===== config.mk =====
export PLATFORM = sky130hd
export DESIGN_NAME = dnfa_ctrl
export DESIGN_NICKNAME = d
export VERILOG_FILES = /design/src/sv/dnfa_pkg.sv /design/src/sv/dnfa_ctrl.sv
export SDC_FILE = /design/constraint.sdc
export NUM_CORES = 1
export LEC_CHECK = 0
export ABC_AREA = 0
export ABC_CLOCK_PERIOD_IN_PS = 1400
export BUFFER_PORTS_ARGS = -buffer_cell sky130_fd_sc_hd__buf_2
export CAP_MARGIN = 20
export CORE_AREA = 4 4 41 43
export DETAILED_ROUTE_END_ITERATION = 10
export DIE_AREA = 0 0 45 47
export PLACE_DENSITY = 0.73
export SLEW_MARGIN = 20
export SYNTH_ARGS = -nofsm -noshare
export SYNTH_HDL_FRONTEND = slang
export SYNTH_SLANG_ARGS = --single-unit

===== constraint.sdc =====
create_clock -name clock -period 1.4 [get_ports clock]
set_input_delay 0.21 -clock clock [delete_from_list [all_inputs] [get_ports clock]]
set_output_delay 0.21 -clock clock [all_outputs]
set_load 0.02 [all_outputs]

===== src/sv/dnfa_pkg.sv =====
`default_nettype none

package dnfa_pkg;

   localparam int CNT_W   = 9;
   localparam int ID_W    = 8;
   localparam int FRAME_W = 40;

   typedef enum logic [1:0] {
      ACT_ALLOC      = 2'd0,
      ACT_RELEASE    = 2'd1,
      ACT_FIND_ID    = 2'd2,
      ACT_FIND_FRAME = 2'd3
   } action_type;

   typedef enum logic [2:0] {
      ST_OK       = 3'd0,
      ST_FULL     = 3'd1,
      ST_KIND     = 3'd2,
      ST_NOTFOUND = 3'd3,
      ST_INVALID  = 3'd4
   } status_type;

   typedef enum logic [2:0] {
      RES_FULL,
      RES_KIND,
      RES_INVALID,
      RES_NOTFOUND,
      RES_ALLOC_OK,
      RES_ID_OK,
      RES_FRAME_OK
   } res_type;

   typedef enum logic [2:0] {
      S_IDLE,
      S_DECIDE,
      S_ALLOC_SCAN,
      S_ID_WAIT,
      S_FRAME_SCAN,
      S_FINISH
   } state_type;

   typedef struct packed {
      logic    latch;
      logic    alloc_init;
      logic    alloc_step;
      logic    fr_init;
      logic    fr_step;
      logic    capture;
      res_type res;
      logic    emit;
   } cmd_type;

   typedef struct packed {
      action_type action;
      logic       free_zero;
      logic       kind_ok;
      logic       id_invalid;
      logic       id_used;
      logic       alloc_free;
      logic       alloc_last;
      logic       fr_hit;
      logic       fr_done;
      logic       rsp_free;
   } sts_type;

endpackage

`default_nettype wire


===== src/sv/dnfa_ctrl.sv =====
`default_nettype none

module dnfa_ctrl (
   input  wire logic             clock,
   input  wire logic             reset,
   input  wire logic             req_valid,
   output logic                  req_stall,
   output dnfa_pkg::cmd_type     cmd,
   input  wire dnfa_pkg::sts_type sts
);
   import dnfa_pkg::*;

   state_type state_ff;
   state_type state_in;

   always_ff @(posedge clock) begin
      if (reset) begin
         state_ff <= S_IDLE;
      end else begin
         state_ff <= state_in;
      end
   end

   always_comb begin
      state_in = state_ff;
      unique case (state_ff)
         S_IDLE: begin
            if (req_valid) begin
               state_in = S_DECIDE;
            end
         end
         S_DECIDE: begin
            unique case (sts.action) inside
               ACT_ALLOC: begin
                  if (sts.free_zero || !sts.kind_ok) begin
                     state_in = S_FINISH;
                  end else begin
                     state_in = S_ALLOC_SCAN;
                  end
               end
               ACT_RELEASE, ACT_FIND_ID: begin
                  if (sts.id_invalid || !sts.id_used) begin
                     state_in = S_FINISH;
                  end else begin
                     state_in = S_ID_WAIT;
                  end
               end
               default: begin
                  state_in = S_FRAME_SCAN;
               end
            endcase
         end
         S_ALLOC_SCAN: begin
            if (sts.alloc_free || sts.alloc_last) begin
               state_in = S_FINISH;
            end
         end
         S_ID_WAIT: begin
            state_in = S_FINISH;
         end
         S_FRAME_SCAN: begin
            if (sts.fr_hit || sts.fr_done) begin
               state_in = S_FINISH;
            end
         end
         S_FINISH: begin
            if (sts.rsp_free) begin
               state_in = S_IDLE;
            end
         end
         default: begin
            state_in = S_IDLE;
         end
      endcase
   end

   always_comb begin
      cmd       = '0;
      cmd.res   = RES_FULL;
      req_stall = (state_ff != S_IDLE);
      unique case (state_ff)
         S_IDLE: begin
            cmd.latch = req_valid;
         end
         S_DECIDE: begin
            unique case (sts.action) inside
               ACT_ALLOC: begin
                  if (sts.free_zero) begin
                     cmd.capture = 1'b1;
                     cmd.res     = RES_FULL;
                  end else if (!sts.kind_ok) begin
                     cmd.capture = 1'b1;
                     cmd.res     = RES_KIND;
                  end else begin
                     cmd.alloc_init = 1'b1;
                  end
               end
               ACT_RELEASE, ACT_FIND_ID: begin
                  if (sts.id_invalid) begin
                     cmd.capture = 1'b1;
                     cmd.res     = RES_INVALID;
                  end else if (!sts.id_used) begin
                     cmd.capture = 1'b1;
                     cmd.res     = RES_NOTFOUND;
                  end
               end
               default: begin
                  cmd.fr_init = 1'b1;
               end
            endcase
         end
         S_ALLOC_SCAN: begin
            if (sts.alloc_free) begin
               cmd.capture = 1'b1;
               cmd.res     = RES_ALLOC_OK;
            end else if (sts.alloc_last) begin
               cmd.capture = 1'b1;
               cmd.res     = RES_FULL;
            end else begin
               cmd.alloc_step = 1'b1;
            end
         end
         S_ID_WAIT: begin
            cmd.capture = 1'b1;
            cmd.res     = RES_ID_OK;
         end
         S_FRAME_SCAN: begin
            cmd.fr_step = 1'b1;
            if (sts.fr_hit) begin
               cmd.capture = 1'b1;
               cmd.res     = RES_FRAME_OK;
            end else if (sts.fr_done) begin
               cmd.capture = 1'b1;
               cmd.res     = RES_NOTFOUND;
            end
         end
         S_FINISH: begin
            cmd.emit = sts.rsp_free;
         end
         default: begin
            cmd.emit = 1'b0;
         end
      endcase
   end

endmodule

`default_nettype wire


==> results of run 1 <==
## routing by layer
metal / global-route usage [%] / wire length, um
met5: 0 / 0
met4: 11.7 / 58
met3: 0.766 / 65
met2: 31.1 / 981
met1: 21.1 / 625
## kinds of logic (layout without fill, tap and decap cells)
| group | Yosys count | in the layout | synth area share [%] |
|---|---|---|---|
| and+or+nand+nor | 25 | 25 | 35.7 |
| AOI/OAI and AO/OA | 20 | 20 | 34.6 |
| buffers and inverters | 8 | 53 | 8.45 |
| adders and majority gates | 3 | 3 | 8.18 |
| DFF | 3 | 3 | 13.1 |
## layout make-up
| cell class | instances | area [sq um] | area share, % |
|---|---|---|---|
| Tap cell | 15 | 18.8 | 2.11 |
| Inverter | 6 | 37.5 | 4.21 |
| Multi-Input combinational cell | 48 | 414 | 46.5 |
| Clock buffer | 4 | 26.3 | 2.95 |
| Timing Repair Buffer | 43 | 323 | 36.2 |
| Sequential cell | 3 | 71.3 | 8.01 |
## how the worst min path moves through the flow
| stage | start | endpoint | slack (ns) |
|---|---|---|---|
| floorplan | reset | state_ff[2] | 0.28 |
| global placement | reset | state_ff[2] | 0.42 |
| detailed placement | reset | state_ff[2] | 0.43 |
| CTS | reset | state_ff[2] | 0.17 |
| global route | reset | state_ff[2] | 0.20 |
| finish | reset | state_ff[2] | 0.21 |
## metrics by stage
stage	setup TNS [ns]	worst slack, ns	hold slack (ns)	instance area [sq um]	instances
6_report	-0.517	-0.159	0.207	891	119
3_3_place_gp	-0.760	-0.286	0.424	701	108
3_5_place_dp	-0.783	-0.275	0.430	701	108
5_1_grt	-0.843	-0.212	0.205	891	119
4_1_cts	-0.474	-0.150	0.174	850	117
2_1_floorplan	-0.0633	-0.0633	0.279	488	59
## what timing repair did
item	4_1_cts	5_1_grt
pin swaps	8	3
setup endpoints to repair	7	8
gates resized for setup	26	7
hold buffers	0	0
buffers inserted	5	2
## cells in the final DEF (no fill, tap or decap), drive strengths merged, types with 2 or more instances in the layout
master	n
dfxtp	3
o21ai	4
a221oi	2
nand2b	2
or3b	3
a21oi	3
inv	6
nand2	4
o311ai	2
nor3	2
buf	43
clkbuf	4
ha	3
nand3b	3
a31oi	2
nor2	8
## power breakdown
part           internal, mW  leakage [nW]  switching (mW)
clock                 0.106        0.0150          0.0388
combinational         0.226         0.374           0.218
sequential           0.0976        0.0267          0.0179
total                 0.430         0.416           0.275
==> impl_results.md, run 1 <==
- Synthesized area: 459 sq um
- Total power: 705 uW
- Nets: 122
- Flop2flop setup slack: 0.14 ns
- Final hold vios: 0
- Seq/Total Area, Yosys: 13.1%
- Leading area contributor after synthesis: dfxtp_1
- Max Freq: 642 MHz
- WL/cell: 14.5 um
- DRC errors left: 0
- Post-Syn Instances: 59
- Worst setup endpoint: cmd[4]
- Most frequent cells after synthesis: 7 x nor2_1, 5 x inv_1
- Remaining antenna violation count after routing: 0
- Yosys reg bits: 3
- Die W: 45 um
- Yosys top cell area share: 13.1%
- Final-report max-slew violation count: 0
- Core ar.: 1300 sq um
- Worst reg2reg path depth: 6
- Fin worst setup slack: -0.159 ns
- Register ranked first by flip-flop count: state_ff
- Crit path capture type: output pin
- Clock slew at reported path FFs: 0.03 ns
- Filler instances: 109
- Mean Syn Cell Area: 7.78 sq um
- RSZ-0062 raised after global routing: yes
- Vias in the first global route: 645
- Drt first pass iters: 4
- Crit path DAT: 1.35 ns
- Routability cong.: 0.819
- Max reg flops: 3
- Main synth FF type: dfxtp_1
- Std cell rows: 13
- Crit-path max cell delay: 0.38 ns
- Status: finished, violations left
- CP max-delay cell: a2111o_1
- R2R Path Start: state_ff[2]
- Largest net degree at the start of global routing: 8
- Max-cap violation count: 0
- CP startpoint: sts[10]
- CP cell instances: buf_8 -> inv_6 -> ha_4 -> o21ai_1 -> a2111o_1 -> o311ai_1 -> buf_2
- CTS buffer count: 3
- Global route overflow: 0
- CTS tree: done
- Period utilisation layout: 111%
- Max-slew headroom: 72.7%
- Vias: 624
- Top Registers: state_ff (3)
- Failing checks: setup timing
- CTS root buf: clkbuf_4
- Worst Max-Slew Pin Slew: 0.409 ns
- I/O pins: 25
- Die area: 2120 sq um
- Syn-to-layout area delta: 94.0%
- DP Wirelength: 1170 um
- Top-count cell post-synth: nor2_1
- Worst-path fanout max: 3
- Initial core utilization: 35.3%
- Buf+Inv Stages, Crit Path: 3
- # clock sinks: 3
- Worst IR Drop VDD: 0.509 mV
- # H-tree levels: 1
- Antenna violations before repair: 0
- HP Class: in2reg
- YS warnings: 0
- Final Critical Period: 1.56 ns
- GRT Resource Usage Total: 17.8%
- Share of cells above drive strength 1: 64.4%
- Buffers on Ports: 24
- Synth unique cells: 35
- Via density: 5.24
- ANT cells: 0
- Detailed Route Iter0 Violations: 8
- Clock Tree Buf Depth: 2
- Routed WL: 1730 um
- Levels on crit path: 7
- FFs w/ async S/R, synth: 0%
- Clk Latency, worst-skew pair: 0.23 ns
- Leak: 0.416 nW
- Final Skew: 0.000436 ns
- Hold path depth: 2
- CP Launch Type: input pin
- Cell family with most CP delay: compound AO/OA/AOI/OAI gates
- Critical path type: in2out
- Area contributors post-synth: dfxtp_1 13%, ha_1 8.2%, nor2_1 5.7%
- Core Util, Final: 68.5%
- RR Endpoint: state_ff[0]
- First-pass GRT wire length: 2780 um
- Worst Path Required: 1.19 ns
- EDFF count, synth: 0
- Chip height: 47 um
- Syn nets: 76
- Power density of the placed cells: 791 nW/um^2
- Final-report setup violation count: 5
Power figures use the tool's default switching activity.
==> run 2, diff against run 1 <==
- ABC_CLOCK_PERIOD_IN_PS: 1400 -> 1600
- clock period: 1.4 -> 1.6 ns (I/O delays scaled with it)
==> run 2 against run 1 <==
Critical endpoint is now cmd[1]; the flow still finishes with violations (setup timing); routed wire length down 13%; sequential power down 11%; via count down 6.7%.
==> impl_results.md, run 2 (same netlist as run 1, synthesis figures left out) <==
- Status: finished, violations left
- Failing checks: setup timing
- Final-report setup violation count: 2 (-3)
- Die W: 45 um (unchanged)
- Worst reg2reg path depth: 4 (-2)
- Worst Path Required: 1.36 ns (+0.17 ns)
- DRC errors left: 0 (unchanged)
- DP Wirelength: 1090 um (-6.2%)
- Detailed Route Iter0 Violations: 4 (-4)
- Worst-path fanout max: 3 (unchanged)
- Leak: 0.361 nW (-13%)
- ANT cells: 0 (unchanged)
- Fin worst setup slack: -0.0428 ns (+0.116 ns)
- RSZ-0062 raised after global routing: yes
- First-pass GRT wire length: 2390 um (-14%)
- CTS buffer count: 3 (unchanged)
- Final Critical Period: 1.64 ns
- GRT Resource Usage Total: 15.7% (-2.1 points)
- Routed WL: 1500 um (-13%)
- Critical path type: in2out
- Sw frac: 40.2% (+1.2 points)
- Int Pwr: 313 uW (-27%)
- Remaining antenna violation count after routing: 0 (unchanged)
- Filler instances: 123 (+13%)
- # clock sinks: 3 (unchanged)
- # H-tree levels: 1 (unchanged)
- Drt first pass iters: 4 (unchanged)
- Routability cong.: 0.837 (+2.3%)
- CP Launch Type: input pin
- Max-slew headroom: 72.5% (-0.11 points)
- Cell family with most CP delay: simple AND/OR/NAND/NOR gates
- Flop2flop setup slack: 0.39 ns (+0.25 ns)
- Share of cells above drive strength 1: 58.3% (-6.1 points)
- Power density of the placed cells: 675 nW/um^2 (-15%)
- Final-report max-slew violation count: 0 (unchanged)
- R2R Path Start: state_ff[1]
- CP cell instances: buf_8 -> inv_4 -> ha_4 -> or3b_4 -> a21oi_2 -> nor2_2 -> o21ai_2 -> buf_6
- Most frequent cells in the layout: 18 x buf_2, 13 x buf_4, 6 x nor2_1
- Chip height: 47 um (unchanged)
- Antenna violations before repair: 0 (unchanged)
- Clk Latency, worst-skew pair: 0.23 ns (about the same)
- HP Class: in2reg
- Vias: 582 (-6.7%)
- Clock slew at reported path FFs: 0.03 ns (about the same)
- Core ar.: 1300 sq um (unchanged)
- Largest net degree at the start of global routing: 9 (+1)
- Syn-to-layout area delta: 68.7%
- Hold Path Sink: state_ff[2]
- Clock power share: 24.7% (+4.1 points)
- CTS tree: done
- Final Skew: 0.00233 ns (+0.00190 ns)
- Buffers on Ports: 24 (unchanged)
- Commonest non-fill, non-tap cell in the layout: buf_2
- Initial core utilization: 35.3% (unchanged)
- Vias in the first global route: 576 (-11%)
- Max reg flops: 3 (unchanged)
- CP max-delay cell: or3b_4
- Worst Max-Slew Pin Slew: 0.411 ns (+0.00165 ns)
- Buf+Inv Stages, Crit Path: 3 (unchanged)
- Crit path DAT: 1.40 ns (+0.05 ns)
- Via density: 5.24 (about the same)
- Std cell rows: 13 (unchanged)
- Combinational share of power: 55.8% (-7.2 points)
- Crit path capture type: output pin
- DP Area: 653 sq um (-6.8%)
- Dpl ws: -0.113 ns (+0.162 ns)
- RR Endpoint: state_ff[0]
- Final instance area: 774 sq um (-13%)
- Max Freq: 609 MHz
- Final hold vios: 0 (unchanged)
- Area of the multi-input gates: 395 sq um (-4.5%)
- Nets: 114 (-6.6%)
- I/O pins: 25 (unchanged)
- Die area: 2120 sq um (unchanged)
- Hold path depth: 2 (unchanged)
- WL/cell: 13.5 um (-7.1%)
- Hold_sp: reset
- Top Registers: state_ff (3)
- Register area: 66.3 sq um (-7.0%)
- Global route overflow: 0 (unchanged)
- Clock Tree Buf Depth: 2 (unchanged)
- Hold Worst Slack: 0.224 ns (+0.0176 ns)
- Switching Power: 210 uW (-24%)
- Register ranked first by flip-flop count: state_ff
- CTS root buf: clkbuf_4
- Period utilisation layout: 103%
- Max-cap violation count: 0 (unchanged)
- Part of the power in registers: 19.5% (+3.1 points)
- Worst IR Drop VDD: 0.463 mV (-9.1%)
- Crit-path max cell delay: 0.37 ns (about the same)
run 2: changes by cell type in the layout (fill, tap and decap cells not counted), sizes merged:
| cell | delta |
|---|---|
| buf | -8 |
run 2: repair_timing:
item,in CTS,in global routing
gates resized for setup,16,8
hold buffers,0,0
setup endpoints to repair,4,5
setup buffers,1,1
pin swaps,4,4
run 2: per-layer routing:
layer / share of wire [%] / vias to the layer above / track usage [%]
met5: 0 / - / 0
met2: 53 / 17 / 26.6
li1: - / 295 / -
met4: 1.6 / 0 / 10.5
met1: 40 / 268 / 18.2
met3: 4.7 / 2 / 2.68
run 2: how the worst max path moves through the flow:
stage                     slack [ns]     end  cells past startpoint    start
final                          -0.04  cmd[1]                      8  sts[10]
after global routing           -0.09  cmd[1]                      8  sts[10]
after CTS                      -0.07  cmd[1]                      8   sts[9]
after detailed placement       -0.11  cmd[1]                      8   sts[9]
after global placement         -0.09  cmd[1]                      8  sts[10]
after floorplan                 0.06  cmd[1]                      6   sts[9]
run 2: power by group through the flow:
stage	Sequential, mW	Combinational, mW	Clock, mW
2_1_floorplan	0.0996	0.162	0
3_3_place_gp	0.100	0.247	0
3_5_place_dp	0.101	0.251	0
4_1_cts	0.0993	0.271	0.136
5_1_grt	0.104	0.318	0.142
6_report	0.102	0.292	0.129
run 2: cell type report:
class,instances,area share [%]
Multi-Input combinational cell,48,51.1
Timing Repair Buffer,35,31.0
Sequential cell,3,8.56
Inverter,6,3.55
Clock buffer,4,3.39
Tap cell,15,2.42
run 2: stage by stage:
stage	cells	setup TNS [ns]	power, mW	utilization [%]
after global routing	111	-0.187	0.564	59.5
final	111	-0.0428	0.523	59.5
after global placement	105	-0.152	0.347	50.2
after detailed placement	105	-0.184	0.352	50.2
after CTS	110	-0.0738	0.507	57.0
after floorplan	59	0	0.261	-
==> run 3, diff against run 2 <==
- SKIP_LAST_GASP: not set -> 1
==> run 3 against run 2 <==
The run still ends with setup timing left; critical path depth stayed put; sequential share of layout area is 0.056 points higher; flip-flop and latch count stayed put; critical endpoint unchanged; largest power group unchanged.
==> impl_results.md, run 3 (same netlist as run 1, synthesis figures left out) <==
- Status: finished, violations left
- Failing checks: setup timing
- DRC errors left: 0 (unchanged)
- I/O pins: 25 (unchanged)
- CTS buffer count: 3 (unchanged)
- Initial core utilization: 35.3% (unchanged)
- CP Launch Type: input pin
- Routability cong.: 0.837 (unchanged)
- Int Pwr: 311 uW (-0.58%)
- Final hold vios: 0 (unchanged)
- Final-report setup violation count: 1 (-1)
- First-pass GRT wire length: 2410 um (+0.58%)
- Drt first pass iters: 4 (unchanged)
- Final Skew: 0.00204 ns (-0.000289 ns)
- Register ranked first by flip-flop count: state_ff
- ANT cells: 0 (unchanged)
- RSZ-0062 raised after global routing: yes
- DP Wirelength: 1090 um (unchanged)
- Nets: 114 (unchanged)
- Worst IR Drop VDD: 0.426 mV (-8.0%)
- Clk Latency, worst-skew pair: 0.23 ns (about the same)
- Worst Path Required: 1.36 ns (about the same)
- Vias: 574 (-1.4%)
- CTS root buf: clkbuf_4
- Vias in the first global route: 576 (unchanged)
- Worst-path fanout max: 3 (unchanged)
- Most frequent cells in the layout: 18 x buf_2, 13 x buf_4, 6 x nor2_1
- Buffers on Ports: 24 (unchanged)
- Switching Power: 209 uW (-0.31%)
- Hold Worst Slack: 0.227 ns (+0.00270 ns)
- Chip height: 47 um (unchanged)
- Period utilisation layout: 103% (about the same)
- Max Freq: 609 MHz (about the same)
- Via density: 5.17 (-1.4%)
- Remaining antenna violation count after routing: 0 (unchanged)
- Antenna violations before repair: 0 (unchanged)
- Clock slew at reported path FFs: 0.03 ns (about the same)
- Max reg flops: 3 (unchanged)
- Detailed Route Iter0 Violations: 1 (-3)
- Syn-to-layout area delta: 67.6%
- Part of the power in registers: 19.4% (about the same)
- Worst Max-Slew Pin Slew: 0.408 ns (-0.00252 ns)
- Max-cap violation count: 0 (unchanged)
- Final Critical Period: 1.64 ns (-0.000462 ns)
- Fin worst setup slack: -0.0423 ns (+0.000462 ns)
- # H-tree levels: 1 (unchanged)
- CTS tree: done
- Power density of the placed cells: 676 nW/um^2 (+0.18%)
- Total power: 520 uW (-0.47%)
- HP Class: in2reg
- Core ar.: 1300 sq um (unchanged)
- Global route overflow: 0 (unchanged)
- Crit path capture type: output pin
- Top Registers: state_ff (3)
- Core Util, Final: 59.1% (-0.38 points)
- Leak: 0.360 nW (-0.33%)
- Clock Tree Buf Depth: 2 (unchanged)
- Critical path type: in2out
- Max-slew headroom: 72.7% (+0.17 points)
- Share of cells above drive strength 1: 58.3% (unchanged)
- # clock sinks: 3 (unchanged)
- GRT Resource Usage Total: 15.8% (+0.079 points)
- Std cell rows: 13 (unchanged)
- Routed WL: 1520 um (+1.4%)
- Die area: 2120 sq um (unchanged)
- Commonest non-fill, non-tap cell in the layout: buf_2
- Sw frac: 40.3% (+0.063 points)
- Final-report max-slew violation count: 0 (unchanged)
- Clock power share: 24.9% (+0.2 points)
- Combinational share of power: 55.7% (about the same)
- WL/cell: 13.7 um (+1.4%)
- Crit path DAT: 1.40 ns (about the same)
- Die W: 45 um (unchanged)
- Largest net degree at the start of global routing: 9 (unchanged)
run 3: cell types whose count changed in the layout (fill, tap and decap cells not counted):
cell / previous run / this run
nand2b_4: 1 / 0
nand2b_2: 0 / 1
run 3: path summary, 6_finish.rpt:
kind,from,to,slack [ns],cells past startpoint
worst min register to register,state_ff[1],state_ff[2],0.56,2
worst max-delay path,sts[10],cmd[1],-0.04,8
worst max register to register,state_ff[1],state_ff[0],0.39,4
worst min-delay path,reset,state_ff[2],0.23,2
run 3: what timing repair did:
item	in CTS	in global routing
pin swaps	4	4
endpoints found under the setup margin	4	5
gates resized for setup	14	9
buffers inserted	1	1
hold buffers	0	0
endpoints found under the hold margin	0	0
run 3: metal layers:
metal / wire [um] / global-route usage [%] / up-vias / part of all wire, %
met3: 71 / 2.68 / 2 / 4.7
met5: 0 / 0 / - / 0
met1: 624 / 18.0 / 263 / 41
met4: 24 / 10.5 / 0 / 1.6
met2: 801 / 27.1 / 17 / 53
li1: - / - / 292 / -
run 3: critical path: stages:
cell	delay, ns
buf_8	0.08
inv_4	0.03
ha_4	0.25
or3b_4	0.37
a21oi_2	0.14
nor2_2	0.05
o21ai_2	0.11
buf_6	0.13
run 3: stage by stage:
step	setup WS, ns	instances	cell area (sq um)	TNS [ns]
2_1_floorplan	0.0628	59	463	0
3_3_place_gp	-0.0895	105	653	-0.152
3_5_place_dp	-0.113	105	653	-0.184
4_1_cts	-0.0684	110	737	-0.101
5_1_grt	-0.0925	111	769	-0.185
6_report	-0.0423	111	769	-0.0423
run 3: cell type report:
type                    instances  area (sq um)
clock buffers                   4          26.3
fillers                       124           532
inverters                       6          27.5
multi-input cells              48           390
flip-flops and latches          3          66.3
well taps                      15          18.8
repair buffers                 35           240
run 3: power groups by stage:
stage	logic [mW]	clock network (mW)	registers [mW]
final	0.290	0.129	0.101
after global routing	0.316	0.142	0.103
after CTS	0.271	0.136	0.101
after detailed placement	0.251	0	0.101
after global placement	0.247	0	0.100
after floorplan	0.162	0	0.0996
